[config.mk]
export PLATFORM = sky130hd
export DESIGN_NAME = earliest_k_departure_keeper_flat
export DESIGN_NICKNAME = d
export VERILOG_FILES = /design/src/rtl/ekdk_pkg.sv /design/src/rtl/ekdk_ifs.sv /design/src/rtl/earliest_k_departure_keeper.sv /design/src/flat_wrapper.sv
export SDC_FILE = /design/constraint.sdc
export NUM_CORES = 1
export LEC_CHECK = 0
export BUFFER_PORTS_ARGS = -buffer_cell sky130_fd_sc_hd__buf_2
export CORE_MARGIN = 3
export CORE_UTILIZATION = 35
export CTS_BUF_LIST = sky130_fd_sc_hd__clkbuf_4 sky130_fd_sc_hd__clkbuf_8
export DETAILED_ROUTE_END_ITERATION = 8
export PLACE_DENSITY = 0.51
export SLEW_MARGIN = 10
export SYNTH_ARGS = -nofsm -noshare
export SYNTH_HDL_FRONTEND = slang
export SYNTH_SLANG_ARGS = --single-unit
[constraint.sdc]
create_clock -name clk -period 8 [get_ports clk]
set_input_delay 2 -clock clk [delete_from_list [all_inputs] [get_ports clk]]
set_output_delay 2 -clock clk [all_outputs]
set_load 0.03 [all_outputs]
[src/rtl/ekdk_pkg.sv]
`timescale 1ns / 1ps
// ----------------------------------------------------------------------------
// ekdk_pkg - shared types and constants for the departure keeper
// Operation codes, configuration register indexes, reset values and the
// stored entry layout.
// ----------------------------------------------------------------------------
package ekdk_pkg;

	localparam int KEEP_COUNT_DEF = 8;

	localparam int CFG_IDX_W  = 8;
	localparam int CFG_DATA_W = 32;

	typedef enum logic [1:0] {
		OP_CLEAR  = 2'd0,
		OP_INSERT = 2'd1,
		OP_READ   = 2'd2,
		OP_NONE   = 2'd3
	} op_t;

	localparam logic [CFG_IDX_W-1:0] CFG_CORR_EN     = 8'd0;
	localparam logic [CFG_IDX_W-1:0] CFG_CORR_AGENCY = 8'd1;
	localparam logic [CFG_IDX_W-1:0] CFG_LOOKAHEAD   = 8'd2;
	localparam logic [CFG_IDX_W-1:0] CFG_WEEK_SHIFT  = 8'd3;

	localparam logic        RST_CORR_EN     = 1'b1;
	localparam logic [7:0]  RST_CORR_AGENCY = 8'd0;
	localparam logic [31:0] RST_LOOKAHEAD   = 32'd432000;
	localparam logic [31:0] RST_WEEK_SHIFT  = 32'd604800;

	typedef struct packed {
		logic signed [15:0] delay;
		logic               live;
		logic [7:0]         agency;
		logic [7:0]         heading;
		logic [7:0]         route;
	} payload_t;

	typedef struct packed {
		logic [31:0] tstamp;
		payload_t    pl;
	} entry_t;

endpackage

[src/rtl/ekdk_ifs.sv]
`timescale 1ns / 1ps
// ----------------------------------------------------------------------------
// ekdk_ifs - channel interfaces of the departure keeper
// Input item channel, result channel and configuration write channel.
// ----------------------------------------------------------------------------
interface ekdk_in_if import ekdk_pkg::*; ();
	logic               valid;
	logic               ready;
	logic [1:0]         op;
	logic [31:0]        dep_time;
	logic [31:0]        now_time;
	logic [7:0]         route_ref;
	logic [7:0]         heading;
	logic [7:0]         agency_code;
	logic               live_flag;
	logic signed [15:0] delay_secs;
	logic               usable;

	modport source (
		output valid, op, dep_time, now_time, route_ref, heading, agency_code,
			live_flag, delay_secs, usable,
		input ready
	);
	modport sink (
		input valid, op, dep_time, now_time, route_ref, heading, agency_code,
			live_flag, delay_secs, usable,
		output ready
	);
endinterface

interface ekdk_out_if import ekdk_pkg::*; ();
	logic               valid;
	logic               ready;
	logic [31:0]        out_time;
	logic [7:0]         out_route;
	logic [7:0]         out_heading;
	logic [7:0]         out_agency;
	logic               out_live;
	logic signed [15:0] out_delay;
	logic               entry_present;
	logic               last_entry;

	modport source (
		output valid, out_time, out_route, out_heading, out_agency, out_live,
			out_delay, entry_present, last_entry,
		input ready
	);
	modport sink (
		input valid, out_time, out_route, out_heading, out_agency, out_live,
			out_delay, entry_present, last_entry,
		output ready
	);
endinterface

interface ekdk_cfg_if import ekdk_pkg::*; ();
	logic                  valid;
	logic                  ready;
	logic [CFG_IDX_W-1:0]  index;
	logic [CFG_DATA_W-1:0] data;

	modport source (output valid, index, data, input ready);
	modport sink (input valid, index, data, output ready);
endinterface

[src/rtl/earliest_k_departure_keeper.sv]
`timescale 1ns / 1ps
// ----------------------------------------------------------------------------
// earliest_k_departure_keeper - sorted list of the K earliest departures
// Keeps departures in time order in a small slot memory, with
// optional week-wrap correction on insert and an ordered read-out.
// ----------------------------------------------------------------------------
// One item is handled at a time; dep_in.ready is high only when the block is
// idle. A clear empties the list when accepted. An insert is accepted, its
// time is corrected, and then each slot visited gets a registered read and
// then a compare and move, walking from the tail of the list toward the head
// through the one read and one write port of the slot memory; the walk is
// shorter when the new time lands near the tail. A read-out is accepted and
// then each listed entry passes the address, data and output states, the
// last held while the sink holds ready low; an empty list gives one result
// with entry_present low. Entries with equal times keep their arrival order.
// No clearing pass is needed after reset.
module earliest_k_departure_keeper import ekdk_pkg::*; #(
	parameter int KEEP_COUNT = KEEP_COUNT_DEF
) (
	input  logic       clk,
	input  logic       arst_n,
	ekdk_in_if.sink    dep_in,
	ekdk_out_if.source dep_out,
	ekdk_cfg_if.sink   cfg
);

	localparam int CNT_W = $clog2(KEEP_COUNT + 1);
	localparam int IDX_W = (KEEP_COUNT > 1) ? $clog2(KEEP_COUNT) : 1;
	localparam logic [CNT_W-1:0] FULL = CNT_W'(KEEP_COUNT);

	typedef enum logic [6:0] {
		S_IDLE    = 7'b0000001,
		S_CORR    = 7'b0000010,
		S_INS_RD  = 7'b0000100,
		S_INS_CMP = 7'b0001000,
		S_RD_ADDR = 7'b0010000,
		S_RD_DATA = 7'b0100000,
		S_OUT     = 7'b1000000
	} state_t;

	state_t state_q, state_d;

	// configuration
	logic        corr_en_q;
	logic [7:0]  corr_agency_q;
	logic [31:0] lookahead_q;
	logic [31:0] week_shift_q;

	// working item
	logic [31:0] t_q;
	logic [31:0] now_q;
	payload_t    pl_q;
	logic [CNT_W-1:0] fill_q;
	logic [CNT_W-1:0] pos_q;
	logic [CNT_W-1:0] rd_k_q;

	// result register
	entry_t out_ent_q;
	logic   out_present_q;
	logic   out_last_q;

	// slot memory
	entry_t mem_q [KEEP_COUNT];
	entry_t rdata_q;
	logic             mem_we;
	logic [IDX_W-1:0] mem_waddr;
	entry_t           mem_wdata;
	logic [IDX_W-1:0] mem_raddr;

	logic in_xfer, out_xfer, cfg_xfer;
	logic [CNT_W-1:0] pos_m1;
	logic [CNT_W-1:0] rd_k_p1;
	logic signed [32:0] diff;
	logic               corr_hit;

	assign in_xfer  = dep_in.valid && dep_in.ready;
	assign out_xfer = dep_out.valid && dep_out.ready;
	assign cfg_xfer = cfg.valid && cfg.ready;

	assign dep_in.ready = (state_q == S_IDLE);
	assign cfg.ready    = 1'b1;

	assign dep_out.valid         = (state_q == S_OUT);
	assign dep_out.out_time      = out_ent_q.tstamp;
	assign dep_out.out_route     = out_ent_q.pl.route;
	assign dep_out.out_heading   = out_ent_q.pl.heading;
	assign dep_out.out_agency    = out_ent_q.pl.agency;
	assign dep_out.out_live      = out_ent_q.pl.live;
	assign dep_out.out_delay     = out_ent_q.pl.delay;
	assign dep_out.entry_present = out_present_q;
	assign dep_out.last_entry    = out_last_q;

	assign pos_m1  = pos_q - CNT_W'(1);
	assign rd_k_p1 = rd_k_q + CNT_W'(1);

	// signed distance ahead of now, compared against the unsigned threshold
	assign diff     = $signed({1'b0, t_q}) - $signed({1'b0, now_q});
	assign corr_hit = corr_en_q && (pl_q.agency == corr_agency_q) &&
		(diff > $signed({1'b0, lookahead_q}));

	// memory port control
	always_comb begin
		mem_we    = 1'b0;
		mem_waddr = pos_q[IDX_W-1:0];
		mem_wdata = rdata_q;
		mem_raddr = rd_k_q[IDX_W-1:0];
		unique case (state_q)
			S_INS_RD: begin
				mem_raddr = pos_m1[IDX_W-1:0];
				if (pos_q == '0) begin
					mem_we    = 1'b1;
					mem_wdata = '{tstamp: t_q, pl: pl_q};
				end
			end
			S_INS_CMP: begin
				if (pos_q != FULL) begin
					mem_we = 1'b1;
					if (rdata_q.tstamp > t_q)
						mem_wdata = rdata_q;
					else
						mem_wdata = '{tstamp: t_q, pl: pl_q};
				end
			end
			default: begin
			end
		endcase
	end

	always_ff @(posedge clk) begin
		if (mem_we)
			mem_q[mem_waddr] <= mem_wdata;
		rdata_q <= mem_q[mem_raddr];
	end

	// sequencer
	always_comb begin
		state_d = state_q;
		unique case (state_q)
			S_IDLE: begin
				if (in_xfer) begin
					priority if (dep_in.op == OP_INSERT && dep_in.usable)
						state_d = S_CORR;
					else if (dep_in.op == OP_READ)
						state_d = (fill_q == '0) ? S_OUT : S_RD_ADDR;
					else
						state_d = S_IDLE;
				end
			end
			S_CORR:    state_d = S_INS_RD;
			S_INS_RD:  state_d = (pos_q == '0) ? S_IDLE : S_INS_CMP;
			S_INS_CMP: state_d = (rdata_q.tstamp > t_q) ? S_INS_RD : S_IDLE;
			S_RD_ADDR: state_d = S_RD_DATA;
			S_RD_DATA: state_d = S_OUT;
			S_OUT: begin
				if (out_xfer)
					state_d = out_last_q ? S_IDLE : S_RD_ADDR;
			end
			default:   state_d = S_IDLE;
		endcase
	end

	always_ff @(posedge clk or negedge arst_n) begin
		if (!arst_n) begin
			state_q       <= S_IDLE;
			fill_q        <= '0;
			pos_q         <= '0;
			rd_k_q        <= '0;
			out_present_q <= 1'b0;
			out_last_q    <= 1'b0;
		end else begin
			state_q <= state_d;
			unique case (state_q)
				S_IDLE: begin
					rd_k_q <= '0;
					if (in_xfer && dep_in.op == OP_CLEAR)
						fill_q <= '0;
					if (in_xfer && dep_in.op == OP_READ && fill_q == '0) begin
						out_present_q <= 1'b0;
						out_last_q    <= 1'b1;
					end
				end
				S_CORR: begin
					// a full list opens its hole past the end: the tail falls off
					pos_q <= fill_q;
				end
				S_INS_RD: begin
					if (pos_q == '0 && fill_q != FULL)
						fill_q <= fill_q + CNT_W'(1);
				end
				S_INS_CMP: begin
					if (rdata_q.tstamp > t_q)
						pos_q <= pos_m1;
					else if (pos_q != FULL && fill_q != FULL)
						fill_q <= fill_q + CNT_W'(1);
				end
				S_RD_DATA: begin
					out_present_q <= 1'b1;
					out_last_q    <= (rd_k_p1 == fill_q);
				end
				S_OUT: begin
					if (out_xfer)
						rd_k_q <= rd_k_p1;
				end
				default: begin
				end
			endcase
		end
	end

	// item and result payload
	always_ff @(posedge clk) begin
		if (state_q == S_IDLE && in_xfer) begin
			t_q            <= dep_in.dep_time;
			now_q          <= dep_in.now_time;
			pl_q.route     <= dep_in.route_ref;
			pl_q.heading   <= dep_in.heading;
			pl_q.agency    <= dep_in.agency_code;
			pl_q.live      <= dep_in.live_flag;
			pl_q.delay     <= dep_in.delay_secs;
			out_ent_q      <= '0;
		end
		if (state_q == S_CORR && corr_hit)
			t_q <= t_q - week_shift_q;
		if (state_q == S_RD_DATA)
			out_ent_q <= rdata_q;
	end

	// configuration registers
	always_ff @(posedge clk or negedge arst_n) begin
		if (!arst_n) begin
			corr_en_q     <= RST_CORR_EN;
			corr_agency_q <= RST_CORR_AGENCY;
			lookahead_q   <= RST_LOOKAHEAD;
			week_shift_q  <= RST_WEEK_SHIFT;
		end else if (cfg_xfer) begin
			unique case (cfg.index)
				CFG_CORR_EN:     corr_en_q     <= cfg.data[0];
				CFG_CORR_AGENCY: corr_agency_q <= cfg.data[7:0];
				CFG_LOOKAHEAD:   lookahead_q   <= cfg.data;
				CFG_WEEK_SHIFT:  week_shift_q  <= cfg.data;
				default: begin
				end
			endcase
		end
	end

	// checks
	a_fill_bound: assert property (@(posedge clk) disable iff (!arst_n)
		fill_q <= FULL)
		else $error("fill count beyond list size");

	a_clear_empties: assert property (@(posedge clk) disable iff (!arst_n)
		(in_xfer && dep_in.op == OP_CLEAR) |=> (fill_q == '0))
		else $error("clear did not empty the list");

	a_fill_drop_only_clear: assert property (@(posedge clk) disable iff (!arst_n)
		(fill_q < $past(fill_q)) |-> $past(in_xfer && dep_in.op == OP_CLEAR))
		else $error("fill count fell without a clear");

	a_fill_step: assert property (@(posedge clk) disable iff (!arst_n)
		(fill_q > $past(fill_q)) |-> (fill_q == $past(fill_q) + CNT_W'(1)))
		else $error("fill count grew by more than one");

endmodule
[src/flat_wrapper.sv]
// flat-port wrapper written by rule: the top's interface ports become plain ports
module earliest_k_departure_keeper_flat import ekdk_pkg::*;
#(
	parameter int KEEP_COUNT = KEEP_COUNT_DEF
)
  (clk, arst_n, dep_in_valid, dep_in_op, dep_in_dep_time, dep_in_now_time, dep_in_route_ref, dep_in_heading, dep_in_agency_code, dep_in_live_flag, dep_in_delay_secs, dep_in_usable, dep_in_ready, dep_out_valid, dep_out_out_time, dep_out_out_route, dep_out_out_heading, dep_out_out_agency, dep_out_out_live, dep_out_out_delay, dep_out_entry_present, dep_out_last_entry, dep_out_ready, cfg_valid, cfg_index, cfg_data, cfg_ready);
  ekdk_in_if dep_in_i ();
  ekdk_out_if dep_out_i ();
  ekdk_cfg_if cfg_i ();
  input  logic clk;
  input  logic arst_n;
  input wire logic [$bits(dep_in_i.valid)-1:0] dep_in_valid;
  input wire logic [$bits(dep_in_i.op)-1:0] dep_in_op;
  input wire logic [$bits(dep_in_i.dep_time)-1:0] dep_in_dep_time;
  input wire logic [$bits(dep_in_i.now_time)-1:0] dep_in_now_time;
  input wire logic [$bits(dep_in_i.route_ref)-1:0] dep_in_route_ref;
  input wire logic [$bits(dep_in_i.heading)-1:0] dep_in_heading;
  input wire logic [$bits(dep_in_i.agency_code)-1:0] dep_in_agency_code;
  input wire logic [$bits(dep_in_i.live_flag)-1:0] dep_in_live_flag;
  input wire logic [$bits(dep_in_i.delay_secs)-1:0] dep_in_delay_secs;
  input wire logic [$bits(dep_in_i.usable)-1:0] dep_in_usable;
  output wire logic [$bits(dep_in_i.ready)-1:0] dep_in_ready;
  output wire logic [$bits(dep_out_i.valid)-1:0] dep_out_valid;
  output wire logic [$bits(dep_out_i.out_time)-1:0] dep_out_out_time;
  output wire logic [$bits(dep_out_i.out_route)-1:0] dep_out_out_route;
  output wire logic [$bits(dep_out_i.out_heading)-1:0] dep_out_out_heading;
  output wire logic [$bits(dep_out_i.out_agency)-1:0] dep_out_out_agency;
  output wire logic [$bits(dep_out_i.out_live)-1:0] dep_out_out_live;
  output wire logic [$bits(dep_out_i.out_delay)-1:0] dep_out_out_delay;
  output wire logic [$bits(dep_out_i.entry_present)-1:0] dep_out_entry_present;
  output wire logic [$bits(dep_out_i.last_entry)-1:0] dep_out_last_entry;
  input wire logic [$bits(dep_out_i.ready)-1:0] dep_out_ready;
  input wire logic [$bits(cfg_i.valid)-1:0] cfg_valid;
  input wire logic [$bits(cfg_i.index)-1:0] cfg_index;
  input wire logic [$bits(cfg_i.data)-1:0] cfg_data;
  output wire logic [$bits(cfg_i.ready)-1:0] cfg_ready;
  assign dep_in_i.valid = dep_in_valid;
  assign dep_in_i.op = dep_in_op;
  assign dep_in_i.dep_time = dep_in_dep_time;
  assign dep_in_i.now_time = dep_in_now_time;
  assign dep_in_i.route_ref = dep_in_route_ref;
  assign dep_in_i.heading = dep_in_heading;
  assign dep_in_i.agency_code = dep_in_agency_code;
  assign dep_in_i.live_flag = dep_in_live_flag;
  assign dep_in_i.delay_secs = dep_in_delay_secs;
  assign dep_in_i.usable = dep_in_usable;
  assign dep_in_ready = dep_in_i.ready;
  assign dep_out_valid = dep_out_i.valid;
  assign dep_out_out_time = dep_out_i.out_time;
  assign dep_out_out_route = dep_out_i.out_route;
  assign dep_out_out_heading = dep_out_i.out_heading;
  assign dep_out_out_agency = dep_out_i.out_agency;
  assign dep_out_out_live = dep_out_i.out_live;
  assign dep_out_out_delay = dep_out_i.out_delay;
  assign dep_out_entry_present = dep_out_i.entry_present;
  assign dep_out_last_entry = dep_out_i.last_entry;
  assign dep_out_i.ready = dep_out_ready;
  assign cfg_i.valid = cfg_valid;
  assign cfg_i.index = cfg_index;
  assign cfg_i.data = cfg_data;
  assign cfg_ready = cfg_i.ready;
  earliest_k_departure_keeper #(.KEEP_COUNT(KEEP_COUNT)) u_core (.clk(clk), .arst_n(arst_n), .dep_in(dep_in_i), .dep_out(dep_out_i), .cfg(cfg_i));
endmodule
## Yosys cells after proc, flatten, opt, wreduce, memory -nomap -nowiden

Memories as Yosys holds them, arrays and structs flattened. A register that Yosys moved wholly into a read port is not among the register bits.
Cells that the tools add are included.

| word-level totals | value |
|---|---|
| register bits | 272 |
| memory bits (writable) | 584 |
| bits of input ports | 153 |
| output and inout port bits | 78 |
| logic and storage cells | 122 |
| memories kept | 1 |

| cells by class | value |
|---|---|
| add/subtract/negate cells | 5 |
| order comparisons | 2 |
| equal/unequal tests | 24 |
| multiplexer cells | 36 |
| reductions and logical operators | 31 |

Memory list:

| name | words | width | rd ports | clocked after Yosys merged registers in | wr ports | line | text |
|---|---|---|---|---|---|---|---|
| u_core.mem_q | 8 | 73 | 1 | 1 | 1 | earliest_k_departure_keeper.sv:63 | `entry_t mem_q [KEEP_COUNT];` |

Operators by type and width:

| cell | number |
|---|---|
| 2-to-1 mux 73 bit | 5 |
| one-hot mux 73 bit (2 select lines) | 1 |
| 2-to-1 mux 32 bit | 2 |
| one-hot mux 7 bit (7 select lines) | 1 |
| 2-to-1 mux 7 bit | 5 |
| > comparator 33 bit | 1 |
| subtractor 32 x 32 -> 33 bit | 1 |
| > comparator 32 bit | 1 |
| subtractor 32 bit | 1 |
| 2-to-1 mux 4 bit | 7 |
| == test 8 x 2 -> 1 bit (second input constant) | 2 |
| one-hot mux 4 bit (2 select lines) | 2 |
| AND reduction 2 bit | 8 |
| logical AND 1 bit | 12 |
| one-hot mux 4 bit (3 select lines) | 1 |
| inequality test 2 bit (second input constant) | 5 |
| nonzero test 2 bit | 5 |
| adder 4 x 1 -> 4 bit (second input constant) | 2 |
| == test 8 x 1 -> 1 bit (second input constant) | 1 |
| == test 8 bit | 1 |
| logical NOT 4 bit | 2 |
| logical NOT 8 bit | 1 |
| inequality test 4 bit (second input constant) | 2 |
| == test 7 x 1 -> 1 bit (second input constant) | 1 |
| 18 further kinds | 28 |

## Logic depth before layout (Yosys ltp)

Gate-level depths: netlist (run 1).

| logic depth | value |
|---|---|
| word-level depth | 6 |
| mapped depth | 23 |
| mapped depth without buffers | 22 |

## Least setup slack after synthesis (run 1)

OpenSTA, ideal clock, no wires.

| timing path | value |
|---|---|
| path kind | reg2reg |
| from | register u_core.state_q[3] |
| to | memory u_core.mem_q[0][0] in the netlist's numbering (enable) |
| setup time | 0.594 ns |
| arrival | 6.414 ns |
| required time | 7.406 ns |
| path slack | 0.992 ns |
| stages on the path, launching flop included | 8 |
| buffers on the path | 0 |
| clock period less this slack | 7.008 ns |
| path through | dfrtp_1 > nor3_1 > nand2_1 > nor3b_1 > nand2_1 > a21oi_1 > nand2_1 > nor3_1 |

| between the ends | value |
|---|---|
| word-level cells in the longest chain between the ends | 4 |
| elaborated cells between the ends (all ways) | 5 |
| those cells by class | 2 x eq/ne; 3 x mux |

RTL lines:

| element | line | text |
|---|---|---|
| from (decl) | earliest_k_departure_keeper.sv:41 | `state_t state_q, state_d;` |
| from (signal assigned) | earliest_k_departure_keeper.sv:171 | `state_q <= state_d;` |
| == test 7 x 4 -> 1 bit / == test 7 x 3 -> 1 bit (equally long branches) | earliest_k_departure_keeper.sv:107 | `unique case (state_q)` |
| one-hot mux 1 bit (2 select lines) * | earliest_k_departure_keeper.sv:107 |  |
| 2-to-1 mux 1 bit * | earliest_k_departure_keeper.sv:130 | `if (mem_we)` |
| 2-to-1 mux 1 bit (implied by the code) * | earliest_k_departure_keeper.sv:131 | `mem_q[mem_waddr] <= mem_wdata;` |
| to (decl) | earliest_k_departure_keeper.sv:63 |  |

Every way passes the cells marked *; elsewhere a longest branch is shown, timed or not.

## Worst setup path in the final report (run 1)

| timing path | value |
|---|---|
| from | register u_core.t_q[0] |
| to | register u_core.t_q[7] (enable) |

| between the ends | value |
|---|---|
| word-level cells in the longest chain between the ends | 5 |

RTL lines:

| element | line | text |
|---|---|---|
| from (decl) | earliest_k_departure_keeper.sv:50 | `logic [31:0] t_q;` |
| from (signal assigned) | earliest_k_departure_keeper.sv:213 | `t_q <= dep_in.dep_time;` |
| from (signal assigned) | earliest_k_departure_keeper.sv:223 | `t_q <= t_q - week_shift_q;` |
| subtractor 32 x 32 -> 33 bit | earliest_k_departure_keeper.sv:97 | `assign diff = $signed({1'b0, t_q}) - $signed({1'b0, now_q});` |
| > comparator 33 bit | earliest_k_departure_keeper.sv:99 | `(diff > $signed({1'b0, lookahead_q}));` |
| logical AND 1 bit | earliest_k_departure_keeper.sv:98 | `assign corr_hit = corr_en_q && (pl_q.agency == corr_agency_q) &&` |
| logical AND 1 bit | earliest_k_departure_keeper.sv:222 | `if (state_q == S_CORR && corr_hit)` |
| nonzero test 2 bit (no source line) | - |  |

Every way passes these cells.
A chain may end at the register's enable or synchronous reset.

==> flow_summary.ini, run 1 <==
[status]
outcome = completed

[clock_tree]
clk_latency_ps = 810
cts.sinks = 929
clk_pin_slew_ps = 50
cts_resized = 0
htreeDepth = 4
cts_buffer_depth = 3
cts_root_buf = clkbuf_8
numCtsBuffers = 156
cts_setup_buffers = 0
holdBufCountCts = 0
cts_tree = done

[worst_hold_path]
hold_path.class = flop to flop

[synthesis]
synth_top_area_cell = edfxtp_1
yosysTopAreaCellShare = 0.578
syn_area_sq_um = 39600
yosysMostFrequentCell = edfxtp_1
yosysSeqAreaShare = 0.675
synth_seq_cells = 929
async_flop_share = 0.101
synth_flop_cell = edfxtp_1
synthCells = 2387
synth_edf_count = 762
avgSynthCellArea_sq_um = 16.6
syn-num-nets = 2673
yosysWarnings = 0
synth_cell_types = 76
ys_top_cells_by_area = edfxtp_1 (58%), mux4_2 (8.3%), mux2_2 (6.1%)
netlist_top_cells_count = edfxtp_1 (762), mux2_2 (213), inv_1 (158), mux4_2 (146), ha_1 (131)

[setup_path]
critical_path.max_fanout = 33
worstPathRequired_ps = 8410
worstPathArrival_ps = 6250
crit_path_end_kind = flop
reg2reg_slack_ps = 2160
worstSetupStartpointType = flop
critical_path_class = flop to flop

[sta]
skew_ps = 50.9
clock.fmax_ghz = 0.171
drv_slew = 0
grt_setup_unrepaired = no
tightest_slew_ps = 1180
hold_viol_final = 0
post-route-period-util = 0.730
slew_headroom = 0.209
setup_viol = 0
period_minus_slack_ps = 5840
setup-tns-final_ps = 0
fin_ws_ps = 2160

[routing]
vias = 21700
routed_wl_um = 100000
postRouteAntennaNets = 0
viasPerCell = 4.99
drtPass1Iterations = 5
wire_per_inst_um = 23.1
post-route-drc-count = 0
drt_iter0_drc = 1399

[floorplanning]
die_w_um = 342
die_area_sq_um = 117000
core_sq_um = 111000
fp.dieH_um = 342
rows = 122
initial_core_util = 0.355
io_pins = 231

[placed_design]
routabilityCongestion = 0.833
io_buffers = 229
post_dp_cell_area_sq_um = 42600
post-place-ws_ps = 2210
place_inst = 4058
dpl.hpwl_um = 62600

[layout]
fillers = 10200
fin_nets = 3014
post-route-util = 0.411
seqCellArea_sq_um = 26700
drive_gt1_frac = 0.326
final_cells = 4345
final_cell_area_sq_um = 45800
multi_input_area_sq_um = 12000
area_growth_syn_to_layout_pct = 15.7

[grt]
grt_first_pass_wirelength_um = 149000
track_usage = 0.171
overflow = 0
grt_pass1_vias = 23200
antenna_found_initial = 8
grt_max_degree = 111

[power]
p_per_area_nw_per_um2 = 267
p_leak_nw = 16.9
peakVddDrop_v = 0.000146

[run]
drv_cap = 0
-- where the power goes --
part	leakage (nW)	internal, mW	switching, mW
Combinational	6.40	0.820	1.42
Sequential	8.82	5.55	0.151
Clock	1.71	2.36	1.91
-- metal layers --
| layer | track usage | share of wire | routed length (um) |
|---|---|---|---|
| met3 | 0.0297 | 0.039 | 3880 |
| met1 | 0.225 | 0.44 | 44000 |
| met4 | 0.0543 | 0.024 | 2370 |
| met2 | 0.288 | 0.50 | 50000 |
| met5 | 0 | 0.00027 | 27 |
-- critical path, stage by stage, from the launching register on --
cell and delay [ps]:
edfxtp_1 350, inv_1 80, ha_1 220, fa_1 400, nand2b_1 210, a211oi_2 250
o31ai_1 150, a21oi_2 260, a21oi_2 140, o31ai_4 360, a21oi_1 170, o21bai_1 190
xor2_1 90, ha_1 310, a21o_1 120, a21o_1 110, a21oi_1 90, nand2_1 80
a31oi_1 100, a2111oi_0 280, o21ai_0 220, a21oi_4 140, buf_4 450, nand2b_1 170
buf_4 470
-- state kept, by name, indices dropped and copies added (netlist names) --
name,count
u_core.rd_k_q,4
u_core.dep_out.out_agency,8
u_core.dep_out.entry_present,1
u_core.dep_out.last_entry,1
u_core.now_q,32
u_core.dep_out.out_time,32
u_core.corr_en_q,1
u_core.mem_q,584
u_core.pl_q,41
u_core.rdata_q,73
u_core.pos_q,4
u_core.state_q,7
u_core.dep_out.out_live,1
u_core.fill_q,4
u_core.corr_agency_q,8
u_core.week_shift_q,32
u_core.t_q,32
u_core.dep_out.out_route,8
u_core.dep_out.out_delay,16
u_core.dep_out.out_heading,8
u_core.lookahead_q,32
-- layout by cell type (no fill, tap or decap), types with 48 or more instances in the layout --
cell type  instances
a21o_1            48
a21oi_1           68
and2_1            75
buf_2            228
clkbuf_4          52
clkbuf_8         179
dfrtp_1           77
dfxtp_1           73
edfxtp_1         762
ha_1             131
inv_1            157
mux2_2           213
mux4_2           146
nand2_1           85
nor2_1            55
o21ai_0           77
-- worst paths after layout --
kind,depth (start not counted),from,to
worst min register to register,1,u_core.week_shift_q[8],u_core.week_shift_q[8]
worst max register to register,24,u_core.t_q[0],u_core.t_q[7]
worst min-delay path,1,u_core.week_shift_q[8],u_core.week_shift_q[8]
max in group asynchronous,2,arst_n,u_core.corr_agency_q[5]
worst max-delay path,24,u_core.t_q[0],u_core.t_q[7]
min in group asynchronous,1,arst_n,u_core.week_shift_q[23]
-- cell families (layout without fill, tap and decap cells) --
group                      Yosys count  after routing  share of synthesized area
AOI/OAI and AO/OA                  295            295                     0.0482
xor gates and xnor gates            65             65                     0.0144
adders and majority gates          133            133                     0.0424
buffers and inverters              237            703                     0.0247
DFF                                929            929                      0.675
muxes                              373            373                      0.147
other                                1              5                  0.0000948
and+or+nand+nor                    354            354                     0.0476
-- area by class of cell --
cell class | instances | share of cell area
flip-flops and latches | 929 | 0.584
inverters | 158 | 0.0130
clock buffers | 231 | 0.0624
repair buffers | 262 | 0.0308
diodes | 4 | 0.000219
clock inverters | 52 | 0.00738
multi-input cells | 1221 | 0.262
well taps | 1488 | 0.0407
-- stage by stage --
stage	total power [mW]	hold WS, ps
detailed placement	8.05	493
global route	12.8	519
global placement	8.01	492
finish	12.2	502
CTS	12.4	506
floorplan	7.30	479
Note: power is estimated with default switching activity, not from simulation.
==> inputs of run 2 (changes only) <==
--- a/config.mk
+++ b/config.mk
@@ -10,7 +10,7 @@
 export CORE_UTILIZATION = 35
 export CTS_BUF_LIST = sky130_fd_sc_hd__clkbuf_4 sky130_fd_sc_hd__clkbuf_8
 export DETAILED_ROUTE_END_ITERATION = 8
-export PLACE_DENSITY = 0.51
+export PLACE_DENSITY = 0.53
 export SLEW_MARGIN = 10
 export SYNTH_ARGS = -nofsm -noshare
 export SYNTH_HDL_FRONTEND = slang
==> constraint.sdc (replaced) <==
create_clock -name clk -period 5.2 [get_ports clk]
set_input_delay 1.3 -clock clk [delete_from_list [all_inputs] [get_ports clk]]
set_output_delay 1.3 -clock clk [all_outputs]
set_load 0.03 [all_outputs]
==> run 2 against run 1 <==
Net effect: first-iteration DRC count shrank 4.3%; worst setup slack lost 1900 ps; global-route usage grew 0.061 points; sequential power grew 54%; worst hold slack gained 1.6 ps; clock skew shrank 7.5 ps; sequential share of layout area shrank 0.81 points; count of clock-buffer cells in the layout grew 11.
==> flow_summary.ini, run 2 (same netlist as run 1, synthesis figures left out) <==
[status]
outcome = completed

[setup_path]
critical_path.max_fanout = 10
critical_path_class = flop to flop
path_delay_family = compound AO/OA/AOI/OAI gates
crit_path_end_kind = flop
critPathSlowestCell = edfxtp_1
cp_common_cell = a21oi_2
reg2reg_depth = 24
worstPathArrival_ps = 5480
r2r_start = u_core.t_q[0]
rr_endpoint = u_core.t_q[26]
crit_chain = inv_1, ha_2, fa_2, nand2b_4, a211oi_4, o31ai_2, a21oi_2, a21oi_2, o31ai_4, a21oi_2, o21bai_1, xor2_1, ha_1, a21o_1, a21o_1, a21oi_2, nand2_1, a31oi_1, a2111oi_1, o21ai_1, a21oi_4, buf_12, clkbuf_16, mux2_1
worst-path-buf-inv = 3
critPathMaxStageDelay_ps = 350
worstSetupStartpointType = flop
reg2reg_slack_ps = 270
worstPathRequired_ps = 5750

[floorplanning]
die_area_sq_um = 117000
rows = 122
initial_core_util = 0.355
fp.dieH_um = 342
core_sq_um = 111000
io_pins = 231
die_w_um = 342

[layout]
area_growth_syn_to_layout_pct = 17.3
mostFrequentLayoutCells = edfxtp_1 (762), buf_2 (228), mux2_2 (213)
reg_top3 = u_core.mem_q: 584 flops, u_core.rdata_q: 73 flops, u_core.pl_q: 41 flops
post-route-util = 0.417
mostFrequentLayoutCell = edfxtp_1
largest_register = u_core.mem_q
fin_nets = 3043
final_cells = 4386
final_cell_area_sq_um = 46400
drive_gt1_frac = 0.340
largest_register_ffs = 584

[placed_design]
io_buffers = 229
place_inst = 4076
post_dp_cell_area_sq_um = 42900
dpl.hpwl_um = 63200
post-place-ws_ps = -42.1
routabilityCongestion = 0.820

[routing]
vias = 21800
postRouteAntennaNets = 0
wire_per_inst_um = 22.9
viasPerCell = 4.98
post-route-drc-count = 0
routed_wl_um = 100000
drtPass1Iterations = 5
drt_iter0_drc = 1339

[grt]
antenna_found_initial = 8
grt_max_degree = 80
grt_first_pass_wirelength_um = 150000
overflow = 0
grt_pass1_vias = 23400
track_usage = 0.171

[worst_hold_path]
min_to = u_core.week_shift_q[20]
min_from = u_core.week_shift_q[20]
hold_depth = 1
hold_path.class = flop to flop

[power]
pwr-share-comb = 0.187
p_switching_mw = 5.51
internal_power_mw = 13.7
peakVddDrop_v = 0.000179
p_sw_frac = 0.287
p_leak_nw = 17.2
total_power_mw = 19.2
p_per_area_nw_per_um2 = 414
p_clk_frac = 0.356
seq_power_share = 0.457

[sta]
slew_headroom = 0.285
setup-tns-final_ps = 0
tightest_slew_ps = 1070
clock.fmax_ghz = 0.203
drv_slew = 0
skew_ps = 43.4
hold_viol_final = 0
post-route-period-util = 0.948
setup_viol = 0
period_minus_slack_ps = 4930
fin_ws_ps = 269
holdWs_ps = 504

[clock_tree]
numCtsBuffers = 158
cts_root_buf = clkbuf_8
clk_pin_slew_ps = 60
clk_latency_ps = 830
htreeDepth = 4
cts_buffer_depth = 3
cts_tree = done
cts.sinks = 929

[run]
drv_cap = 0
## run 2: how the worst max path moves through the flow
stage                         startpoint             end  slack [ps]  cells after the start
after floorplan            u_core.t_q[0]   u_core.t_q[0]          30                     23
after global placement     u_core.t_q[0]  u_core.t_q[30]          40                     23
after detailed placement  u_core.t_q[12]  u_core.t_q[18]         -40                     18
after CTS                  u_core.t_q[0]  u_core.t_q[30]          60                     23
after global routing       u_core.t_q[0]  u_core.t_q[26]          -4                     24
final                      u_core.t_q[0]  u_core.t_q[26]         270                     24
## run 2: timing repair
action                     in CTS  in global routing
hold buffers                    0                  0
gates cloned                    0                  1
setup endpoints to repair      55                 64
pin swaps                       1                  7
buffers inserted                0                  8
gates resized for setup         3                 10
## run 2: metal layers
layer / global-route usage / vias up / part of all wire
met5: 0 / - / 0.00013
met4: 0.0538 / 2 / 0.024
met3: 0.0306 / 163 / 0.041
met2: 0.293 / 499 / 0.51
met1: 0.222 / 11200 / 0.43
li1: - / 9988 / -
## run 2: cell type report
class | instances | area [sq um]
timing repair buffer | 289 | 1820
antenna | 5 | 12.5
fill | 10100 | 65000
multi-input combinational | 1221 | 12000
tap | 1488 | 1860
sequential | 929 | 26700
clock inverter | 54 | 440
inverter | 158 | 596
clock buffer | 242 | 2920
## run 2: power by group through the flow
stage | Combinational, mW | Sequential, mW | Clock [mW]
after floorplan | 2.12 | 9.11 | 0
after global placement | 3.46 | 8.93 | 0
after detailed placement | 3.51 | 8.94 | 0
after CTS | 3.54 | 8.80 | 7.06
after global routing | 3.96 | 8.81 | 7.39
final | 3.59 | 8.78 | 6.84
